===== src/hdl/fic_pkg.sv =====
// Shared types and constants for the frame index cache lookup block.
// No dependencies; fic_regs, fic_ctrl, fic_dpath and the top level import this package.
package fic_pkg;

  // Request command codes
  localparam logic [1:0] CMD_LOOKUP = 2'd0;
  localparam logic [1:0] CMD_FILL   = 2'd1;
  localparam logic [1:0] CMD_MINUTE = 2'd2;

  // Response status codes
  localparam logic [1:0] ST_OK      = 2'd0;
  localparam logic [1:0] ST_INVALID = 2'd1;
  localparam logic [1:0] ST_FETCH   = 2'd2;
  localparam logic [1:0] ST_FILL    = 2'd3;

  // Classification of a request, found in the evaluate step
  localparam int KIND_W = 3;
  localparam logic [KIND_W-1:0] K_INVALID = 3'd0;
  localparam logic [KIND_W-1:0] K_HIT     = 3'd1;
  localparam logic [KIND_W-1:0] K_MISS    = 3'd2;
  localparam logic [KIND_W-1:0] K_FILL    = 3'd3;
  localparam logic [KIND_W-1:0] K_MINUTE  = 3'd4;

  // Register map, index = paddr[4:2]
  localparam int ADDR_W = 5;
  localparam logic [2:0] REG_VIDEO_ACTIVE = 3'd0;
  localparam logic [2:0] REG_OBFUSCATED   = 3'd1;
  localparam logic [2:0] REG_NUM_FRAMES   = 3'd2;
  localparam logic [2:0] REG_NUM_MINUTES  = 3'd3;
  localparam logic [2:0] REG_INDEX_BASE   = 3'd4;

  // Hash keys
  localparam logic [31:0] MIX_MUL_A   = 32'h7feb352d;
  localparam logic [31:0] MIX_MUL_B   = 32'h846ca68b;
  localparam logic [31:0] FRAME_SEED  = 32'h4d335649;
  localparam logic [31:0] MINUTE_SEED = 32'h7258744d;

  typedef struct packed {
    logic        video_active;
    logic        obfuscated;
    logic [31:0] num_frames;
    logic [31:0] num_minutes;
    logic [31:0] index_base;
  } cfg_t;

  typedef struct packed {
    logic load;    // capture request word
    logic eval;    // classify request
    logic rd;      // read cache entry
    logic hinit;   // seed hash
    logic hmul1;   // first multiply
    logic hmul2;   // second multiply
    logic finish;  // commit state, load response register
  } ctl_cmd_t;

  typedef struct packed {
    logic [KIND_W-1:0] kind;
    logic              obfuscated;
    logic              out_free;
  } ctl_sts_t;

endpackage


===== src/hdl/fic_regs.sv =====
// Configuration register file behind the APB-style port.
// Depends on fic_pkg for the register map and the cfg_t bundle.
module fic_regs (
  input  logic                  clk,
  input  logic                  rst,
  input  logic                  psel,
  input  logic                  penable,
  input  logic                  pwrite,
  input  logic [fic_pkg::ADDR_W-1:0] paddr,
  input  logic [31:0]           pwdata,
  output logic [31:0]           prdata,
  output logic                  pready,
  output fic_pkg::cfg_t         cfg,
  output logic                  cfg_wr
);
  import fic_pkg::*;

  logic       wr_en;
  logic [2:0] idx;

  assign idx    = paddr[ADDR_W-1:2];
  assign wr_en  = psel && penable && pwrite;
  assign pready = 1'b1;

  always_comb begin
    case (idx)
      REG_VIDEO_ACTIVE, REG_OBFUSCATED, REG_NUM_FRAMES,
      REG_NUM_MINUTES, REG_INDEX_BASE: cfg_wr = wr_en;
      default: cfg_wr = 1'b0;
    endcase
  end

  always_ff @(posedge clk) begin
    if (rst) begin
      cfg <= '0;
    end else if (wr_en) begin
      case (idx)
        REG_VIDEO_ACTIVE: cfg.video_active <= pwdata[0];
        REG_OBFUSCATED:   cfg.obfuscated   <= pwdata[0];
        REG_NUM_FRAMES:   cfg.num_frames   <= pwdata;
        REG_NUM_MINUTES:  cfg.num_minutes  <= pwdata;
        REG_INDEX_BASE:   cfg.index_base   <= pwdata;
        default: ;
      endcase
    end
  end

  always_comb begin
    case (idx)
      REG_VIDEO_ACTIVE: prdata = {31'd0, cfg.video_active};
      REG_OBFUSCATED:   prdata = {31'd0, cfg.obfuscated};
      REG_NUM_FRAMES:   prdata = cfg.num_frames;
      REG_NUM_MINUTES:  prdata = cfg.num_minutes;
      REG_INDEX_BASE:   prdata = cfg.index_base;
      default:          prdata = '0;
    endcase
  end
endmodule


===== config.mk =====
export PLATFORM = sky130hd
export DESIGN_NAME = fic_regs
export DESIGN_NICKNAME = d
export VERILOG_FILES = /design/src/hdl/fic_pkg.sv /design/src/hdl/fic_regs.sv
export SDC_FILE = /design/constraint.sdc
export NUM_CORES = 1
export LEC_CHECK = 0
export ABC_AREA = 1
export ABC_CLOCK_PERIOD_IN_PS = 3000
export BUFFER_PORTS_ARGS = -buffer_cell sky130_fd_sc_hd__buf_2
export CAP_MARGIN = 15
export CORE_MARGIN = 1.5
export CORE_UTILIZATION = 40
export CTS_CLUSTER_SIZE = 16
export DETAILED_ROUTE_END_ITERATION = 6
export PLACE_DENSITY = 0.78
export SLEW_MARGIN = 20
export SYNTH_ARGS = -nofsm -noshare
export SYNTH_HDL_FRONTEND = slang
export SYNTH_SLANG_ARGS = --single-unit

===== constraint.sdc =====
create_clock -name clk -period 3 [get_ports clk]
set_input_delay 0.3 -clock clk [delete_from_list [all_inputs] [get_ports clk]]
set_output_delay 0.3 -clock clk [all_outputs]
set_load 0.1 [all_outputs]

; Word level (Yosys, flattened, before mapping)
; Cells that the tools add are included.
[word_totals]
reg_bits = 98
inputBits = 42
elab_cells = 20
[op_classes]
eq_ne = 4
mux = 2
n_reduce_logical = 9
[ops]
columns = cell, count
row1 = $pmux W32 S5, 1
row2 = $reduce_and A2 Y1, 5
row3 = $eq A3 B2 Y1 const B, 2
row4 = $reduce_or A5 Y1, 1
row5 = $eq A3 B1 Y1 const B, 1
row6 = $eq A3 B3 Y1 const B, 1
row7 = $logic_not A3 Y1, 1
row8 = $logic_and A1 B1 Y1, 2
row9 = $mux W1, 1

; Longest topological paths before layout
; Gate-level depths: netlist of run 1.
[depth]
depth_word = 3
depth_mapped = 8
mapped_depth_nobuf = 6

; Least setup slack after synthesis of run 1
; No wires, ideal clock.
[synth_path]
path_type = input-to-output
startpoint = input port paddr[2] in the netlist's numbering
endpoint = output port cfg_wr
t_arrival_ns = 2.073
required_ns = 2.700
path_slack_ns = 0.627
path_stages = 4
path_buffers = 1
cell_sequence = buf_4 inv_2 nand2_1 a21oi_1
[synth_via]
elab_chain_cells = 3
elab_cells_between_ends = 7
[synth_rtl]
columns = element, line
row1 = "start, declared", fic_regs.sv:9  ; input logic [fic_pkg::ADDR_W-1:0] paddr,
row2 = "$eq A3 B3 Y1, or another cell as far along", fic_regs.sv:26  ; case (idx)
row3 = $reduce_or A5 Y1 *, fic_regs.sv:26
row4 = $mux W1 *, fic_regs.sv:26
row5 = "end, declared", fic_regs.sv:14  ; output logic cfg_wr
; Mark *: on every way between the ends. The rest lies on a longest branch, timed or not.

; Worst setup path in the final report of run 1
[layout_path]
startpoint = input port paddr[4] in the netlist's numbering
endpoint = output port prdata[2]
[layout_via]
elab_chain_cells = 2
elab_cells_between_ends = 6
[layout_rtl]
columns = element, line
row1 = "$eq A3 B3 Y1, or another cell as far along", fic_regs.sv:49  ; case (idx)
row2 = $pmux W32 S5 *, fic_regs.sv:49
row3 = "end, declared", fic_regs.sv:11  ; output logic [31:0] prdata,
; Marked as above.

==> Implementation_results.wiki, run 1 <==
{| class="wikitable"
! Metric !! Value
|-
| Synthesized cell area || roughly 4600 um^2
|-
| Layout cell share with drive strength beyond 1 || 0.236
|-
| Unrepaired setup endpoints after global routing || false
|-
| Maximum ir drop on the vdd rail || 0.000247 V
|-
| Synthesis warning total || 0
|-
| Total Die Area || ~12000 um^2
|-
| Port bufs || 170
|-
| Post-synth net total || 766
|-
| Overall power || 2.78 mW
|-
| Total wirelength of the detailed-routed design || 12.1 mm
|-
| Required arrival time at the worst endpoint || 2.70 ns
|-
| Setup Fix Bufs, Post-CTS || 0
|-
| Clock-pin slew on the worst setup and hold paths || 0.07 ns
|-
| Part of the Yosys area used for sequential elements || 0.427
|-
| Final #Nets || 911
|-
| Root cell of the clock tree || sky130_fd_sc_hd__clkbuf_16
|-
| Routed vias || 4819
|-
| Crit end category || output pin
|-
| Reg area || ~2000 um^2
|-
| Number of flip-flops and latches in the synthesized netlist || 98
|-
| Average instance area after synthesis || around 6.4 um^2
|-
| Worst hold-check path type || input pin to flip-flop
|-
| Chip height || 110 um
|-
| Via density per instance || 4.75
|-
| Max H-tree Level || 3
|-
| Number of max-slew violations in the final report || 0
|-
| Total area of multi-input combinational cells || between 2000 and 2500 um^2
|-
| Final number of hold-violating endpoints || 0
|-
| Final worst-path setup slack || between 0.7 and 0.8 ns
|-
| Remaining design rule violation count || 0
|-
| First DRT Iteration DRCs || between 200 and 300
|-
| Leakage power || around 3 nW
|-
| Row count || 38
|-
| IO Count || 174
|-
| Width of the chip || 110 um
|-
| Total core area || roughly 11000 um^2
|-
| Global routing met2 resource utilization || 0.362
|-
| Relative area change from synthesis to final layout || 24.8%
|-
| Clock insertion delay at the later pin of the skew report || 0.33 ns
|-
| Count of hold buffers inserted by post-cts repair || 0
|-
| Post-CTS sizing || 0
|-
| Final-layout fill cell count || 1160
|-
| Setup total negative slack || 0 ns
|-
| Reg2reg setup slack || 2.36 ns
|-
| Antenna violations before repair || 0
|-
| Global-route met1 utilization || 0.240
|-
| Residual antenna-violating net count after detailed routing || 0
|-
| Max Cap Viol || 0
|-
| Inserted Clock Buffers || 9
|-
| Max Freq || 451 MHz
|-
| Largest reg by FF count || cfg
|-
| Tmin final || 2.22 ns
|-
| Skew final || 0 ns
|-
| Vias in the first global route || 4098
|-
| Initial standard-cell utilization of the core || 0.417
|-
| Antenna diodes || 0
|-
| Drt wl/cell || 11.9 um
|-
| Element type at the critical path start || input pin
|-
| Mapped Cells || 724
|-
| Final setup violation count || 0
|-
| Global route hottest layer || met2
|-
| Global Route Usage Sum || 0.200
|-
| Synth unique cells || 18
|-
| Share of the cycle needed by the critical path after routing || 0.740
|-
| Flip-flop count of the largest register, all copies and words added || around 100
|-
| Worst slew margin relative to its limit || 0.336
|-
| CP max FO || 13
|-
| Largest registers || cfg x98
|-
| Utilization after layout || 0.520
|-
| Data arrival time of the worst path || around 1.9 ns
|-
| Buffers from clock root to sink, at most || 2
|-
| HPWL after detailed placement || ~7.7 mm
|-
| Global-route wire length before repair || 19.1 mm
|-
| Clock tree sinks || 98
|-
| Power density over the cells || 484 nW/um^2
|-
| GRT Residual Overflow || 0
|-
| Run status || finished clean
|-
| Transition time of the tightest slew-check pin || 0.997 ns
|-
| DR pass1 iterations || 4
|-
| Met3 GRT Util || 0.0394
|-
| Largest net degree at the start of global routing || 99
|-
| Pre-CTS setup slack || 0.777 ns
|-
| Kind of critical path || input pin to output pin
|-
| Clock tree from TritonCTS || yes
|-
| Final Wtd Congestion || 0.770
|}
[cell usage in the layout, fill, tap and decap left out]
cell type | synthesis | routed
sky130_fd_sc_hd__buf_4 | 15 | 9
sky130_fd_sc_hd__clkinv_4 | 0 | 2
sky130_fd_sc_hd__dfxtp_1 | 98 | 98
sky130_fd_sc_hd__clkbuf_16 | 0 | 9
sky130_fd_sc_hd__conb_1 | 1 | 1
sky130_fd_sc_hd__nor2_2 | 1 | 1
sky130_fd_sc_hd__nor2_1 | 198 | 198
sky130_fd_sc_hd__inv_2 | 4 | 4
sky130_fd_sc_hd__clkbuf_8 | 0 | 1
sky130_fd_sc_hd__clkbuf_1 | 2 | 1
sky130_fd_sc_hd__nand3_4 | 1 | 1
sky130_fd_sc_hd__nand4_1 | 2 | 2
sky130_fd_sc_hd__inv_1 | 34 | 34
sky130_fd_sc_hd__buf_2 | 17 | 169
sky130_fd_sc_hd__clkinvlp_4 | 0 | 3
sky130_fd_sc_hd__nand2_1 | 231 | 231
sky130_fd_sc_hd__buf_12 | 0 | 2
sky130_fd_sc_hd__nand3_1 | 100 | 100
sky130_fd_sc_hd__a21oi_1 | 3 | 3
sky130_fd_sc_hd__nand3_2 | 1 | 1
sky130_fd_sc_hd__nor2_4 | 4 | 4
[per-stage QoR]
| step | hold WS [ns] | instance area [um^2] | cells |
|---|---|---|---|
| finish | 0.291 | 5740 | 1014 |
| global route | 0.307 | 5740 | 1014 |
| CTS | 0.279 | 5740 | 1014 |
| detailed placement | 0.487 | 5450 | 998 |
| global placement | 0.486 | 5450 | 998 |
| floorplan | 0.523 | 4600 | 724 |
[logic make-up after synthesis]
kind of cell | count (synthesis) | synth area share
flops | 98 | 0.427
simple gates | 538 | 0.479
other cells | 1 | 0.000816
compound gates | 3 | 0.00326
buf+inv | 84 | 0.0903
[area by class of cell]
cell class,instances,area share
sequential,98,0.342
timing repair buffer,180,0.166
clock inverter,5,0.00698
multi-input combinational,542,0.387
tap,140,0.0305
inverter,38,0.0249
clock buffer,11,0.0423
[synth_stat cells]
library cell / instances / area share
sky130_fd_sc_hd__nand3_1: 100 / 0.11
sky130_fd_sc_hd__nand4_1: 2 / 0.0027
sky130_fd_sc_hd__inv_2: 4 / 0.0033
sky130_fd_sc_hd__nor2_4: 4 / 0.0098
sky130_fd_sc_hd__a21oi_1: 3 / 0.0033
sky130_fd_sc_hd__buf_6: 3 / 0.0073
sky130_fd_sc_hd__nand2_1: 231 / 0.19
sky130_fd_sc_hd__nor2_1: 198 / 0.16
sky130_fd_sc_hd__nand3_4: 1 / 0.0038
sky130_fd_sc_hd__clkbuf_1: 2 / 0.0016
sky130_fd_sc_hd__nor2_2: 1 / 0.0014
sky130_fd_sc_hd__buf_4: 15 / 0.024
sky130_fd_sc_hd__buf_1: 9 / 0.0073
sky130_fd_sc_hd__nand3_2: 1 / 0.0022
sky130_fd_sc_hd__inv_1: 34 / 0.028
sky130_fd_sc_hd__conb_1: 1 / 0.00082
sky130_fd_sc_hd__dfxtp_1: 98 / 0.43
sky130_fd_sc_hd__buf_2: 17 / 0.019
[layer usage]
metal,share of wire,wire length (um)
met5,0,0
met2,0.49,5920
met3,0.057,688
met4,0.0053,64
met1,0.45,5420
[final timing paths]
check,start,end,depth (start not counted)
worst max-delay path,paddr[4],prdata[2],8
worst min-delay path,pwdata[24],cfg[56],5
worst max register to register,cfg[0],cfg[0],2
worst min register to register,cfg[7],cfg[7],2
[power by group]
| group | leakage, nW | total (mW) | internal, mW | switching (mW) |
|---|---|---|---|---|
| registers | 0.791 | 1.33 | 1.32 | 0.0129 |
| clock network | 0.128 | 1.08 | 0.588 | 0.492 |
| logic | 2.06 | 0.367 | 0.0778 | 0.289 |
| total | 2.98 | 2.78 | 1.98 | 0.794 |
[critical path: stages]
cell	delay, ns
sky130_fd_sc_hd__buf_2	0.14
sky130_fd_sc_hd__inv_2	0.14
sky130_fd_sc_hd__nand3_2	0.11
sky130_fd_sc_hd__inv_1	0.34
sky130_fd_sc_hd__buf_4	0.29
sky130_fd_sc_hd__nand2_1	0.08
sky130_fd_sc_hd__nand3_1	0.08
sky130_fd_sc_hd__buf_2	0.42
Note: power is estimated with default switching activity, not from simulation.
==> run 2: changes to the inputs <==
- ABC_CLOCK_PERIOD_IN_PS: 3000 -> 2000
- PLACE_DENSITY: 0.78 -> 0.81
- clock period: 3 -> 2 ns (I/O delays scaled with it)
==> run 2 against run 1 <==
Clock skew did not move. First-iteration DRC count increased by 6.1%. Sequential share of layout area shrank 3.7 points. Utilization up 6.4 points. Die area is the same. Final cell count increased by 0.20%. Hold slack worse by 0.10 ns. Critical path depth unchanged. Register-to-register slack lost 0.99 ns. Flip-flop and latch count is the same. Clock power is 47% higher. Non-clock buffer count grew 3. Critical path type unchanged. Largest cell class unchanged. Highest routed layer unchanged.
==> Implementation_results.wiki, run 2 (synthesized netlist as in run 1, its figures left out) <==
{| class="wikitable"
! Metric !! Value
|-
| Critical path launch point || paddr[3]
|-
| Share of the cycle needed by the critical path after routing || 0.810
|-
| Crit end category || output pin
|-
| Skew final || 0 ns (unchanged)
|-
| Tmin final || 1.62 ns
|-
| Port bufs || 170 (unchanged)
|-
| Reg2reg start || cfg[3]
|-
| Area post-placement || 6170 um^2 (+13%)
|-
| Clock insertion delay at the later pin of the skew report || 0.33 ns (about the same)
|-
| Unrepaired setup endpoints after global routing || false
|-
| Total placed cells including tap cells || 1001 (+0.30%)
|-
| Relative area change from synthesis to final layout || 40.1%
|-
| Final Wtd Congestion || 0.792 (+2.8%)
|-
| Most frequent standard cell in the layout excluding fill and tap cells || sky130_fd_sc_hd__nand2_1
|-
| Number of max-slew violations in the final report || 0 (unchanged)
|-
| Run status || finished clean
|-
| Via density per instance || 4.82 (+1.4%)
|-
| Delay contributed by the slowest stage of the critical path || 0.28 ns (-0.14 ns)
|-
| Largest registers || cfg x98
|-
| IO Count || 174 (unchanged)
|-
| Finished layout cell area || 6440 um^2 (+12%)
|-
| Final Hold Slack || 0.188 ns (-0.103 ns)
|-
| DR pass1 iterations || 4 (unchanged)
|-
| Commonest non-fill, non-tap cells in the layout || sky130_fd_sc_hd__nand2_1, sky130_fd_sc_hd__nor2_1, sky130_fd_sc_hd__buf_2, sky130_fd_sc_hd__dfxtp_1, sky130_fd_sc_hd__nand3_1
|-
| Post-CTS sizing || 0 (unchanged)
|-
| First DRT Iteration DRCs || 315 (+6.1%)
|-
| Routed vias || 4897 (+1.6%)
|-
| Non-filler cells in the finished layout || 1016 (+0.20%)
|-
| Inserted Clock Buffers || 9 (unchanged)
|-
| Worst hold-check path type || input pin to flip-flop
|-
| Start point of the worst hold path || pwdata[15]
|-
| Total wirelength of the detailed-routed design || 13.1 mm (+8.2%)
|-
| Remaining design rule violation count || 0 (unchanged)
|-
| Residual antenna-violating net count after detailed routing || 0 (unchanged)
|-
| Overall power || 4.17 mW (+50%)
|-
| Total Die Area || 12100 um^2 (unchanged)
|-
| Chip height || 110 um (unchanged)
|-
| Global-route wire length before repair || 20.5 mm (+7.5%)
|-
| GRT Residual Overflow || 0 (unchanged)
|-
| Leakage power || 3.32 nW (+11%)
|-
| Max Cap Viol || 0 (unchanged)
|-
| Data arrival time of the worst path || 1.42 ns (-0.50 ns)
|-
| Final #Nets || 914 (+0.33%)
|-
| Final setup violation count || 0 (unchanged)
|-
| Maximum ir drop on the vdd rail || 0.000534 V (+120%)
|-
| HPWL after detailed placement || 8.67 mm (+12%)
|-
| Root cell of the clock tree || sky130_fd_sc_hd__clkbuf_16
|-
| Clock-pin slew on the worst setup and hold paths || 0.07 ns (about the same)
|-
| Count of hold buffers inserted by post-cts repair || 0 (unchanged)
|-
| Layout cell share with drive strength beyond 1 || 0.280 (+0.0440)
|-
| Initial standard-cell utilization of the core || 0.417 (unchanged)
|-
| Clock tree from TritonCTS || yes
|-
| Vias in the first global route || 4285 (+4.6%)
|-
| Antenna diodes || 0 (unchanged)
|-
| Largest net degree at the start of global routing || 99 (unchanged)
|-
| Cell Chain, Critical Path || buf_2 > inv_1 > nand2_1 > nor2_4 > buf_12 > nand2_1 > nand3_2 > buf_12
|-
| CP max FO || 56 (+43)
|-
| Buffers from clock root to sink, at most || 2 (unchanged)
|-
| Final-layout fill cell count || 1041 (-10%)
|-
| Clock tree sinks || 98 (unchanged)
|-
| Antenna violations before repair || 0 (unchanged)
|-
| Power density over the cells || 647 nW/um^2 (+34%)
|-
| Cell with the largest stage delay on the worst path || sky130_fd_sc_hd__buf_12
|-
| Setup Fix Bufs, Post-CTS || 0 (unchanged)
|-
| Row count || 38 (unchanged)
|-
| Element type at the critical path start || input pin
|-
| Width of the chip || 110 um (unchanged)
|-
| Max H-tree Level || 3 (unchanged)
|-
| Setup total negative slack || 0 ns (unchanged)
|-
| Kind of critical path || input pin to output pin
|-
| Max Freq || between 600 and 700 MHz
|-
| Total core area || 11000 um^2 (unchanged)
|-
| Global Route Usage Sum || 0.217 (+0.0175)
|-
| Drt wl/cell || 12.9 um (+8.0%)
|-
| Final number of hold-violating endpoints || 0 (unchanged)
|-
| Flip-flop count of the largest register, all copies and words added || 98 (unchanged)
|-
| Required arrival time at the worst endpoint || 1.80 ns (-0.90 ns)
|-
| Largest reg by FF count || cfg
|}
[run 2: metrics by stage]
step	utilization	setup WS (ns)
after global routing	0.584	0.313
after floorplan	-	0.0638
final	0.584	0.380
after CTS	0.584	0.391
after global placement	0.560	0.420
after detailed placement	0.560	0.395
[run 2: layout make-up]
| cell class | count | area (um^2) | share of cell area |
|---|---|---|---|
| multi-input cells | 542 | 2380 | 0.370 |
| flip-flops and latches | 98 | 1970 | 0.305 |
| repair buffers | 183 | 1500 | 0.233 |
| clock buffers | 10 | 239 | 0.0371 |
| well taps | 140 | 175 | 0.0272 |
| inverters | 38 | 143 | 0.0221 |
| clock inverters | 5 | 31.3 | 0.00485 |
[run 2: metal layers]
metal  share of wire  global-route usage  vias to the layer above
met1            0.43               0.262                     2211
li1                -                   -                     2510
met4          0.0094              0.0559                        0
met5               0                   0                        -
met2            0.50               0.390                      166
met3           0.062              0.0476                       10
[run 2: worst max-delay path, delay by kind of cell]
| kind | cells | cell delay [ns] |
|---|---|---|
| buffers and inverters | 4 | 0.68 |
| and+or+nand+nor | 4 | 0.50 |
[run 2: where the power goes]
part,total [mW],switching (mW),internal (mW)
Clock,1.59,0.726,0.866
Combinational,0.584,0.445,0.139
Sequential,2.00,0.0195,1.98
[run 2: path summary, 6_finish.rpt]
| check | depth (start not counted) | slack (ns) | to |
|---|---|---|---|
| hold / removal | 5 | 0.19 | cfg[47] |
| setup reg to reg | 2 | 1.37 | cfg[3] |
| setup / recovery | 8 | 0.38 | prdata[5] |
| hold reg to reg | 2 | 0.49 | cfg[96] |
