==> config.mk <==
export PLATFORM = sky130hd
export DESIGN_NAME = fic_ctrl
export DESIGN_NICKNAME = d
export VERILOG_FILES = /design/src/hdl/fic_pkg.sv /design/src/hdl/fic_ctrl.sv
export SDC_FILE = /design/constraint.sdc
export NUM_CORES = 1
export LEC_CHECK = 0
export BUFFER_PORTS_ARGS = -buffer_cell sky130_fd_sc_hd__buf_2
export CORE_AREA = 5 5 42 44
export CTS_CLUSTER_SIZE = 28
export DETAILED_ROUTE_END_ITERATION = 12
export DIE_AREA = 0 0 47 49
export GPL_TIMING_DRIVEN = 0
export SLEW_MARGIN = 20
export SYNTH_ARGS = -nofsm -noshare
export SYNTH_HDL_FRONTEND = slang
export SYNTH_SLANG_ARGS = --single-unit
==> constraint.sdc <==
create_clock -name clk -period 1.47 [get_ports clk]
set_clock_uncertainty 0.1 [all_clocks]
set_input_delay 0.0735 -clock clk [delete_from_list [all_inputs] [get_ports clk]]
set_output_delay 0.0735 -clock clk [all_outputs]
set_load 0.005 [all_outputs]
==> src/hdl/fic_pkg.sv <==
// Shared types and constants for the frame index cache lookup block.
// No dependencies; fic_regs, fic_ctrl, fic_dpath and the top level import this package.
package fic_pkg;

  // Request command codes
  localparam logic [1:0] CMD_LOOKUP = 2'd0;
  localparam logic [1:0] CMD_FILL   = 2'd1;
  localparam logic [1:0] CMD_MINUTE = 2'd2;

  // Response status codes
  localparam logic [1:0] ST_OK      = 2'd0;
  localparam logic [1:0] ST_INVALID = 2'd1;
  localparam logic [1:0] ST_FETCH   = 2'd2;
  localparam logic [1:0] ST_FILL    = 2'd3;

  // Classification of a request, found in the evaluate step
  localparam int KIND_W = 3;
  localparam logic [KIND_W-1:0] K_INVALID = 3'd0;
  localparam logic [KIND_W-1:0] K_HIT     = 3'd1;
  localparam logic [KIND_W-1:0] K_MISS    = 3'd2;
  localparam logic [KIND_W-1:0] K_FILL    = 3'd3;
  localparam logic [KIND_W-1:0] K_MINUTE  = 3'd4;

  // Register map, index = paddr[4:2]
  localparam int ADDR_W = 5;
  localparam logic [2:0] REG_VIDEO_ACTIVE = 3'd0;
  localparam logic [2:0] REG_OBFUSCATED   = 3'd1;
  localparam logic [2:0] REG_NUM_FRAMES   = 3'd2;
  localparam logic [2:0] REG_NUM_MINUTES  = 3'd3;
  localparam logic [2:0] REG_INDEX_BASE   = 3'd4;

  // Hash keys
  localparam logic [31:0] MIX_MUL_A   = 32'h7feb352d;
  localparam logic [31:0] MIX_MUL_B   = 32'h846ca68b;
  localparam logic [31:0] FRAME_SEED  = 32'h4d335649;
  localparam logic [31:0] MINUTE_SEED = 32'h7258744d;

  typedef struct packed {
    logic        video_active;
    logic        obfuscated;
    logic [31:0] num_frames;
    logic [31:0] num_minutes;
    logic [31:0] index_base;
  } cfg_t;

  typedef struct packed {
    logic load;    // capture request word
    logic eval;    // classify request
    logic rd;      // read cache entry
    logic hinit;   // seed hash
    logic hmul1;   // first multiply
    logic hmul2;   // second multiply
    logic finish;  // commit state, load response register
  } ctl_cmd_t;

  typedef struct packed {
    logic [KIND_W-1:0] kind;
    logic              obfuscated;
    logic              out_free;
  } ctl_sts_t;

endpackage

==> src/hdl/fic_ctrl.sv <==
// Sequencing state machine: steps one request through evaluate, hash (obfuscated fill and minute only) and finish.
// Depends on fic_pkg for the command and status bundles.
module fic_ctrl (
  input  logic              clk,
  input  logic              rst,
  input  logic              req_valid,
  output logic              req_ready,
  input  fic_pkg::ctl_sts_t sts,
  output fic_pkg::ctl_cmd_t cmd
);
  import fic_pkg::*;

  localparam logic [2:0] S_IDLE  = 3'd0;
  localparam logic [2:0] S_EVAL  = 3'd1;
  localparam logic [2:0] S_HASH1 = 3'd2;
  localparam logic [2:0] S_HASH2 = 3'd3;
  localparam logic [2:0] S_DONE  = 3'd4;

  logic [2:0] state, state_next;

  assign req_ready = (state == S_IDLE);

  always_comb begin
    state_next = state;
    cmd        = '0;
    case (state)
      S_IDLE: begin
        if (req_valid) begin
          cmd.load   = 1'b1;
          state_next = S_EVAL;
        end
      end
      S_EVAL: begin
        cmd.eval = 1'b1;
        cmd.rd   = (sts.kind == K_HIT);
        if (sts.obfuscated && (sts.kind == K_FILL || sts.kind == K_MINUTE)) begin
          cmd.hinit  = 1'b1;
          state_next = S_HASH1;
        end else begin
          state_next = S_DONE;
        end
      end
      S_HASH1: begin
        cmd.hmul1  = 1'b1;
        state_next = S_HASH2;
      end
      S_HASH2: begin
        cmd.hmul2  = 1'b1;
        state_next = S_DONE;
      end
      S_DONE: begin
        // hold until the response register is free
        if (sts.out_free) begin
          cmd.finish = 1'b1;
          state_next = S_IDLE;
        end
      end
      default: state_next = S_IDLE;
    endcase
  end

  always_ff @(posedge clk) begin
    if (rst) begin
      state <= S_IDLE;
    end else begin
      state <= state_next;
    end
  end
endmodule

# [Word level (Yosys, flattened, before mapping)]
# Cells that the tools add are included.
[classes] eq_ne=9 muxes=12 reduce_logical=4
[ops] operator="$pmux W3 S5" n=1
[ops] operator="$mux W3" n=4
[ops] operator="$eq A3 B2 Y1 const B" n=3
[ops] operator="$mux W1" n=7
[ops] operator="$eq A3 B1 Y1 const B" n=2
[ops] operator="$eq A3 B3 Y1 const B" n=2
[ops] operator="$ne A2 B2 Y1 const B" n=2
[ops] operator="$logic_not A3 Y1" n=1
[ops] operator="$reduce_and A2 Y1" n=1
[ops] operator="$logic_and A1 B1 Y1" n=1
[ops] operator="$logic_or A1 B1 Y1" n=1
[word_totals] ff_bits=3 in_bits=8 output_inout_bits=8 elab_cells=26

# [Logic depth before layout (Yosys ltp)]
# Gate-level depths: netlist (run 1).
[logic_depth] ltp_word=5 ltp_mapped=3 depth_no_buf=3

# [Worst setup path before layout (run 1)]
# No wires, ideal clock.
[synth_path] path_kind="flip-flop to flip-flop" startpoint="register state[2]" endpoint="register state[2]" arrival_ns=1.031 slack_ns=0.269 stages_incl_launch_ff=4 n_path_buf=0 period_less_slack_ns=1.201 path_cell_list="dfxtp_1 inv_2 or4_1 o2bb2ai_1"
[synth_via] elab_chain_cells=3 word_cells_on_any_way=9
[synth_rtl] item="start: declaration" line="fic_ctrl.sv:19" text="logic [2:0] state, state_next;"
[synth_rtl] item="start signal: assignment" line="fic_ctrl.sv:66" text="state <= state_next;"
[synth_rtl] item="$eq A3 B3 Y1 or $logic_not A3 Y1 (tied branches)" line="fic_ctrl.sv:26" text="case (state)"
[synth_rtl] item="$ne A2 B2 Y1 (no line)"
[synth_rtl] item="$reduce_and A2 Y1 (no line)"
# Several ways; a longest one is shown, not always the timed one.
# A chain may end at the register's enable or synchronous reset.

==> results_dict.tcl, run 1 <==
set metrics [dict create \
    reg2reg_from "state[2]" \
    initial_utilization_pct 15.1 \
    synth_fa_ha_area_share_pct 0 \
    tns_ns 0 \
    synth_top_area_share_pct 28.4 \
    synth_simple_gate_area_share_pct 42.0 \
    synthTopCellsByCount "nor2_1 (4), dfxtp_1 (3), inv_1 (3)" \
    avgViaCountPerCell 4.17 \
    timing.fmax_mhz 737 \
    ir_worst_vdd_mv 0.152 \
    grt_pass1_vias 276 \
    top_regs "state (3)" \
    ant_nets 0 \
    synth_area_um2 211 \
    cts.sinks 3 \
    finalNetCount 58 \
    dp_cells 60 \
    synth.yosys.seq_area_share_pct 28.4 \
    yosysWarnings 0 \
    grt_pass1_wl_mm 1.08 \
    largest_reg_flops 3 \
    syn_nets 37 \
    clkTransAtPathRegs_ns 0.04 \
    syn_area_per_cell_um2 7.29 \
    cts_setup_buffers 0 \
    wl_per_cell_um 9.83 \
    cts-root-buf "clkbuf_4" \
    post_synth_xor_area_fraction_pct 0 \
    io_buffers 15 \
    p_seq_share_pct 32.5 \
    synth_top_family_by_area "simple AND/OR/NAND/NOR gates" \
    cp-startpoint "state[2]" \
    cp-endpoint "cmd[4]" \
    finalWeightedCongestion 0.707 \
    clockBufferDepth 2 \
    worst_ep_arrival_time_ns 1.18 \
    rrSetupSlack_ns 0.17 \
    critical_path_class "flip-flop to output port" \
    p_switching_uw 73.4 \
    path_max_fanout 7 \
    rsz0062_at_grt "false" \
    grtUsageTotal_pct 6.62 \
    muxShareOfSynthArea_pct 0 \
    async_flop_share_pct 0 \
    drv_slew 0 \
    syn_to_final_growth_pct 62.7 \
    first_pass_iters 2 \
    intPower_uw 215 \
    r2r_cells 3 \
    die_w_um 47 \
    drive_gt1_share_pct 40.8 \
    p_per_area_nw_per_um2 839 \
    p_leak_uw 0.000180 \
    cts_tree "built" \
    grt_max_degree 9 \
    syn_inst 29 \
    drc 0 \
    ios 16 \
    combPwrFrac_pct 17.5 \
    vias 271 \
    drt-initial-drc-count 1 \
    r2r_end "state[2]" \
    synth_flop_cell "dfxtp_1" \
    synth.distinct_cells 20 \
    yosysTopAreaCell "dfxtp_1" \
    switching_share_pct 25.4 \
    hold_class "input port to flip-flop" \
    endpoint_kind "output port" \
    setup_violations 0 \
    worstPathRequired_ns 1.30 \
    core-area_um2 1400 \
    die_h_um 49 \
    std_cell_rows 14 \
    synth_compound_area_share_pct 22.5 \
    drv_cap 0 \
    cts_made_buffers 3 \
    grt_overflow 0 \
    clock_latency_ns 0.23 \
    cts_htree_levels 1 \
    die_area_um2 2300 \
    fin_crit_sh_pct 92.3 \
    cp-start-kind "flip-flop" \
    ys_ff_latch 3 \
    worst_pin_slew_ns 0.336 \
    nFillCells 176 \
    antenna_found_initial 0 \
    holdWs_ns 0.0429 \
    yosysMostFrequentCell "nor2_1" \
    num_antenna_cells 0 \
    relSlewSlack_pct 77.0 \
    synth_area_leaders "dfxtp_1 (28%), nor2_1 (7.1%), inv_1 (5.3%)" \
    instances_no_fill 65 \
    fin_crit_ns 1.36 \
    p_clk_share_pct 50.0 \
    wl_um 639 \
    dp_hpwl_um 510 \
    largest_register "state" \
    outcome "finished, final reports clean" \
    hold_viol_final 0 \
    synth_edf_count 0 \
]
-- worst max-delay path: stages (launching register included) --
cell,delay (ns)
dfxtp_1,0.43
nand2b_1,0.19
nor2_1,0.06
and3_1,0.15
buf_2,0.12
-- metal layers --
| metal | wire length [um] | global-route usage (%) | vias to the layer above |
|---|---|---|---|
| met5 | 0 | 0 | - |
| met2 | 279 | 7.92 | 10 |
| met3 | 35 | 0.369 | 0 |
| met4 | 0 | 8.29 | 0 |
| met1 | 324 | 8.77 | 113 |
| li1 | - | - | 148 |
-- worst min path at each step --
| stage | cells past startpoint | from | to |
|---|---|---|---|
| 6_report | 3 | sts[0] | state[2] |
| 5_1_grt | 3 | sts[0] | state[2] |
| 4_1_cts | 3 | sts[0] | state[2] |
| 3_5_place_dp | 2 | rst | state[1] |
| 3_3_place_gp | 2 | rst | state[1] |
| 2_1_floorplan | 1 | rst | state[1] |
-- cells in the final DEF, fill, tap and decap left out, drive strengths merged --
| cell | synthesis | final |
|---|---|---|
| a2111oi | 1 | 1 |
| o21ai | 1 | 1 |
| clkbuf | 0 | 4 |
| and2b | 1 | 1 |
| nand2b | 1 | 1 |
| nor2 | 4 | 4 |
| and2 | 1 | 1 |
| nand2 | 2 | 2 |
| nor3b | 1 | 1 |
| and3b | 1 | 1 |
| inv | 4 | 4 |
| dlygate4sd3 | 0 | 1 |
| o2bb2ai | 1 | 1 |
| or4 | 1 | 1 |
| buf | 0 | 15 |
| a211oi | 1 | 1 |
| o2111ai | 1 | 1 |
| dfxtp | 3 | 3 |
| nor3 | 2 | 2 |
| a221oi | 1 | 1 |
| and3 | 1 | 1 |
| or3 | 1 | 1 |
-- cells by family after synthesis --
family                 Yosys count
flip-flops                       3
AND/OR/NAND/NOR                 16
buffers and inverters            4
AO/OA/AOI/OAI                    6
-- per-stage QoR --
step,instance area (um^2),power [uW],util [%],worst slack (ns)
floorplan,211,117,-,0.269
global placement,307,144,21.9,0.154
detailed placement,307,144,21.9,0.133
CTS,343,298,24.5,0.0245
global route,344,309,24.6,0.000666
finish,344,289,24.6,0.113
-- power by group through the flow --
stage	Clock [uW]	Sequential [uW]	Combinational (uW)
after floorplan	0	92.9	24.0
after global placement	0	94.9	48.7
after detailed placement	0	94.7	49.0
after CTS	153	93.5	51.2
after global routing	156	95.6	58.3
final	144	93.8	50.6
-- repair_timing --
action	CTS	global route
resized for setup	0	1
hold endpoints to repair	3	0
endpoints found under the setup margin	0	1
hold buffers	1	0
-- cell type report --
class                      count  area, um^2  area share [%]
timing repair buffer          16        85.1            24.7
sequential                     3        61.3            17.8
multi-input combinational     22         136            39.6
clock buffer                   4        26.3            7.64
tap                           16        20.0            5.82
inverter                       4        15.0            4.36
Power figures use the tool's default switching activity.
==> run 2, diff against run 1 <==
Settings changed: ABC_AREA set to 1.
==> run 2 against run 1 <==
Compared with the run above:
- sequential power fell by 3.7%
- clock power fell by 3%
- count of clock-buffer cells in the layout did not move
- non-clock buffer count grew 1
- critical path type unchanged
- synthesized cell count is 41% higher
- sequential share of layout area decreased by 1.9 points
- power is 3.3% higher
- wire length fell by 5.9%
- flip-flop and latch count did not move
- first-iteration DRC count rose by 100%
- die area did not move
- worst setup slack gained 0.10 ns
==> results_dict.tcl, run 2 <==
set metrics [dict create \
    outcome "finished, final reports clean" \
    r2r_cells 7 \
    avgViaCountPerCell 3.68 \
    p_per_area_nw_per_um2 792 \
    synth.distinct_cells 16 \
    ant_nets 0 \
    async_flop_share_pct 0 \
    ios 16 \
    rsz0062_at_grt "false" \
    wl_um 601 \
    tns_ns 0 \
    grt_max_degree 9 \
    synth_area_um2 245 \
    drv_slew 0 \
    synthTopCellsByCount "inv_1 (11), nor2_1 (8), nand2_1 (7)" \
    p_leak_uw 0.000234 \
    syn_nets 49 \
    muxShareOfSynthArea_pct 0 \
    wl_per_cell_um 7.81 \
    cts-root-buf "clkbuf_4" \
    drive_gt1_share_pct 41.0 \
    holdPathStages 3 \
    syn_inst 41 \
    synth_flop_cell "dfxtp_1" \
    cts_made_buffers 3 \
    std_cell_rows 14 \
    synth_top_family_by_area "simple AND/OR/NAND/NOR gates" \
    path_max_fanout 4 \
    clkTransAtPathRegs_ns 0.04 \
    yosysMostFrequentCell "inv_1" \
    cts_resized 0 \
    timing.fmax_mhz 795 \
    cp-start-kind "flip-flop" \
    die_w_um 47 \
    worst_ep_arrival_time_ns 1.08 \
    place_area_um2 340 \
    setup_violations 0 \
    cts.sinks 3 \
    synth.yosys.seq_area_share_pct 24.5 \
    worstPathRequired_ns 1.30 \
    relSlewSlack_pct 84.8 \
    synth_fa_ha_area_share_pct 0 \
    largest_register "state" \
    die_area_um2 2300 \
    vias 283 \
    grt_overflow 0 \
    grt_pass1_vias 258 \
    finalWeightedCongestion 0.607 \
    post_synth_xor_area_fraction_pct 0 \
    first_pass_iters 2 \
    yosysWarnings 0 \
    ir_worst_vdd_mv 0.223 \
    hold_viol_final 0 \
    synth_edf_count 0 \
    core-area_um2 1400 \
    grtUsageTotal_pct 5.76 \
    synth_top_area_share_pct 24.5 \
    dp_hpwl_um 494 \
    final_cell_mix "buf_2 (15), inv_1 (11), nor2_1 (8), nand2_1 (7)" \
    fin_crit_ns 1.26 \
    clock_latency_ns 0.23 \
    drc 0 \
    cts_tree "built" \
    antenna_found_initial 0 \
    drt-initial-drc-count 2 \
    final_common_cell "buf_2" \
    largest_reg_flops 3 \
    cts_setup_buffers 0 \
    hold_class "input port to flip-flop" \
    cts_htree_levels 1 \
    synth_compound_area_share_pct 8.67 \
    syn_area_per_cell_um2 5.98 \
    drv_cap 0 \
    critical_path_class "flip-flop to output port" \
    synth_area_leaders "dfxtp_1 (24%), inv_1 (17%), nor2_1 (12%)" \
    top_regs "state (3)" \
    syn_to_final_growth_pct 53.6 \
    num_antenna_cells 0 \
    fin_area_um2 377 \
    initial_utilization_pct 17.5 \
    finalNetCount 70 \
    worst_pin_slew_ns 0.226 \
    fin_crit_sh_pct 85.5 \
    synth_simple_gate_area_share_pct 43.9 \
    clockBufferDepth 2 \
    ys_ff_latch 3 \
    grt_pass1_wl_um 966 \
    yosysTopAreaCell "dfxtp_1" \
    endpoint_kind "output port" \
    io_buffers 15 \
    die_h_um 49 \
]
==> run 2: path summary, 6_finish.rpt <==
check                 start       end  slack [ns]
setup / recovery   state[0]    cmd[4]        0.21
hold / removal    req_valid  state[0]        0.02
hold reg to reg    state[2]  state[2]        0.44
setup reg to reg   state[1]  state[2]        0.49
==> run 2: cell type report <==
| class | count | area [um^2] |
|---|---|---|
| sequential | 3 | 60.1 |
| multi-input combinational | 25 | 129 |
| tap | 16 | 20.0 |
| buffer | 1 | 11.3 |
| timing repair buffer | 16 | 85.1 |
| clock buffer | 4 | 26.3 |
| inverter | 12 | 45.0 |
| fill | 177 | 1020 |
==> run 2: what timing repair did <==
| action | CTS | global route |
|---|---|---|
| hold buffers | 1 | 0 |
| endpoints found under the hold margin | 3 | 0 |
| setup endpoints to repair | 0 | 0 |
==> run 2: logic make-up (layout without fill, tap and decap cells) <==
kind of cell / Yosys count / count (layout)
AO/OA/AOI/OAI: 3 / 3
buffers and inverters: 13 / 33
flip-flops: 3 / 3
AND/OR/NAND/NOR: 22 / 22
==> run 2: power by group <==
group | internal (uW) | total, uW | switching, uW
Clock | 101 | 140 | 38.7
Sequential | 86.5 | 90.3 | 3.77
Combinational | 32.0 | 67.8 | 35.7
Total | 220 | 298 | 78.2
==> run 2: through the flow <==
step                worst slack (ns)  cells  total power, uW  hold slack (ns)  utilization [%]
floorplan                      0.540     41              131           0.0359                -
CTS                            0.203     77              303           0.0294             26.9
global placement               0.448     72              158            0.169             24.3
detailed placement             0.455     72              158            0.174             24.3
finish                         0.213     77              298           0.0233             26.9
global route                   0.121     77              326           0.0494             26.9
==> run 2: worst max-delay path, stage by stage, from the launching register on <==
cell,delay (ns)
dfxtp_1,0.37
nand2_2,0.10
nor2_4,0.11
and3_2,0.17
buf_2,0.10
==> run 2: metal layers <==
layer	track usage [%]	part of all wire, %	vias to the layer above
li1	-	-	159
met1	5.90	40	113
met2	8.82	50	11
met3	1.48	10	0
met4	5.53	0	0
met5	0	0	-
==> run 3, diff against run 2 <==
==> constraint.sdc (replaced) <==
create_clock -name clk -period 1.47 [get_ports clk]
set_clock_uncertainty 0.1 [all_clocks]
set_input_delay 0.0735 -clock clk [delete_from_list [all_inputs] [get_ports clk]]
set_output_delay 0.0735 -clock clk [all_outputs]
set_load 0.1 [all_outputs]
==> run 3 against run 2 <==
Compared with the run above:
- worst setup slack worse by 0.16 ns
- critical path type unchanged
- power rose by 45%
- flip-flop and latch count is the same
- clock power grew 5%
- combinational power grew to 2.8 times the previous value
- non-clock buffer count unchanged
- register-to-register slack got worse by 0.04 ns
- global-route usage increased by 2.0 points
- cell count unchanged
- critical path depth rose by 2
- via count rose by 10%
- sequential power is 3.8% higher
==> results_dict.tcl, run 3 (synthesized netlist as in run 2, its figures left out) <==
set metrics [dict create \
    reg2reg_from "state[2]" \
    multi_input_area_um2 171 \
    cts_htree_levels 1 \
    antenna_found_initial 0 \
    clkTransAtPathRegs_ns 0.04 \
    seqCellArea_um2 62.6 \
    worst_path_max_delay_cell "dfxtp_2" \
    core-area_um2 1400 \
    syn_to_final_growth_pct 100 \
    finalWeightedCongestion 0.624 \
    endpoint_kind "output port" \
    initial_utilization_pct 17.5 \
    worst-path-buf-inv 3 \
    cts_setup_buffers 0 \
    final_cell_mix "inv_1 (9), nand2_1 (7), buf_2 (7), nor2_1 (5), clkbuf_4 (5)" \
    drive_gt1_share_pct 55.7 \
    fin_area_um2 490 \
    die_w_um 47 \
    final_util_pct 35.0 \
    dp_hpwl_um 542 \
    finalNetCount 70 \
    ant_nets 0 \
    worst_ep_arrival_time_ns 1.24 \
    clockBufferDepth 2 \
    hp-start "req_valid" \
    cp_cell_sequence "inv_2 > nand2_4 > nor2_4 > nand3_2 > clkinvlp_4 > buf_12" \
    place_area_um2 387 \
    fin_crit_ns 1.41 \
    dp_cells 72 \
    critical_path_class "flip-flop to output port" \
    largest_register "state" \
    num_antenna_cells 0 \
    std_cell_rows 14 \
    avgViaCountPerCell 4.05 \
    p_leak_uw 0.000242 \
    top_regs "state (3)" \
    hold_viol_final 0 \
    worst_pin_slew_ns 0.303 \
    die_h_um 49 \
    ir_worst_vdd_mv 0.370 \
    outcome "finished, final reports clean" \
    instances_no_fill 77 \
    vias 312 \
    drv_slew 0 \
    nFillCells 157 \
    setup_violations 0 \
    wl_per_cell_um 8.57 \
    final_common_cell "inv_1" \
    drc 0 \
    largest_reg_flops 3 \
    ios 16 \
    grt_pass1_vias 331 \
    cts_made_buffers 3 \
    clock_latency_ns 0.23 \
    drt-initial-drc-count 2 \
    cpLargestDelayFamily "buffers and inverters" \
    timing.fmax_mhz 707 \
    grt_max_degree 9 \
    cts.sinks 3 \
    path_max_fanout 3 \
    hold_class "input port to flip-flop" \
    rsz0062_at_grt "true" \
    slowest_delay_ns 0.32 \
    die_area_um2 2300 \
    wl_um 660 \
    drv_cap 0 \
    cts_tree "built" \
    first_pass_iters 2 \
    cts-root-buf "clkbuf_4" \
    io_buffers 15 \
    grt_pass1_wl_mm 1.24 \
    relSlewSlack_pct 79.9 \
    cp-startpoint "state[2]" \
    grtUsageTotal_pct 7.75 \
    grt_overflow 0 \
    p_per_area_nw_per_um2 879 \
    fin_crit_sh_pct 96.2 \
    worstPathRequired_ns 1.30 \
    cp-start-kind "flip-flop" \
]
run 3: cell count changes in the layout (fill, tap and decap cells not counted), sizes merged:
cell / previous run / this run
clkinvlp: 0 / 1
inv: 12 / 11
buf: 16 / 14
clkbuf: 4 / 6
run 3: path summary, 6_finish.rpt:
kind | depth (start not counted) | to | slack [ns]
worst min register to register | 2 | state[2] | 0.44
worst max-delay path | 6 | cmd[3] | 0.06
worst max register to register | 5 | state[1] | 0.45
worst min-delay path | 3 | state[0] | 0.02
run 3: where the power goes:
part / total, uW / leakage, uW / switching [uW] / internal (uW)
combinational: 190 / 0.000201 / 132 / 58.0
clock: 147 / 0.0000150 / 45.4 / 102
sequential: 93.7 / 0.0000253 / 6.36 / 87.3
run 3: repair_timing:
item,in CTS,in global routing
endpoints found under the setup margin,6,8
endpoints found under the hold margin,3,0
gates resized for setup,9,11
hold buffers,1,0
run 3: layer usage:
metal	wire length [um]	track usage (%)	share of wire, %
met5	0	0	0
met4	20	9.68	3.0
met3	53	1.85	8.0
met2	307	10.4	47
met1	278	8.35	42
run 3: tightest hold or removal path, delay by kind of cell:
kind / cells / cell delay, ns
AND/OR/NAND/NOR: 1 / 0.07
buffers and inverters: 1 / 0.09
AO/OA/AOI/OAI: 1 / 0.08
run 3: layout make-up:
class / instances / share of cell area [%]
plain buffers: 1 / 2.30
clock buffers: 4 / 5.36
inverters: 12 / 9.95
multi-input cells: 25 / 34.9
flip-flops and latches: 3 / 12.8
well taps: 16 / 4.08
repair buffers: 16 / 30.6
run 3: stage by stage:
| stage | hold WS (ns) | setup WS [ns] | power (uW) | TNS, ns |
|---|---|---|---|---|
| 6_report | 0.0158 | 0.0555 | 431 | 0 |
| 5_1_grt | 0.0180 | -0.0151 | 460 | -0.0151 |
| 4_1_cts | 0.00803 | 0.000974 | 423 | 0 |
| 3_5_place_dp | 0.177 | 0.0944 | 260 | 0 |
| 3_3_place_gp | 0.169 | 0.0884 | 258 | 0 |
| 2_1_floorplan | 0.0352 | -0.285 | 231 | -0.860 |
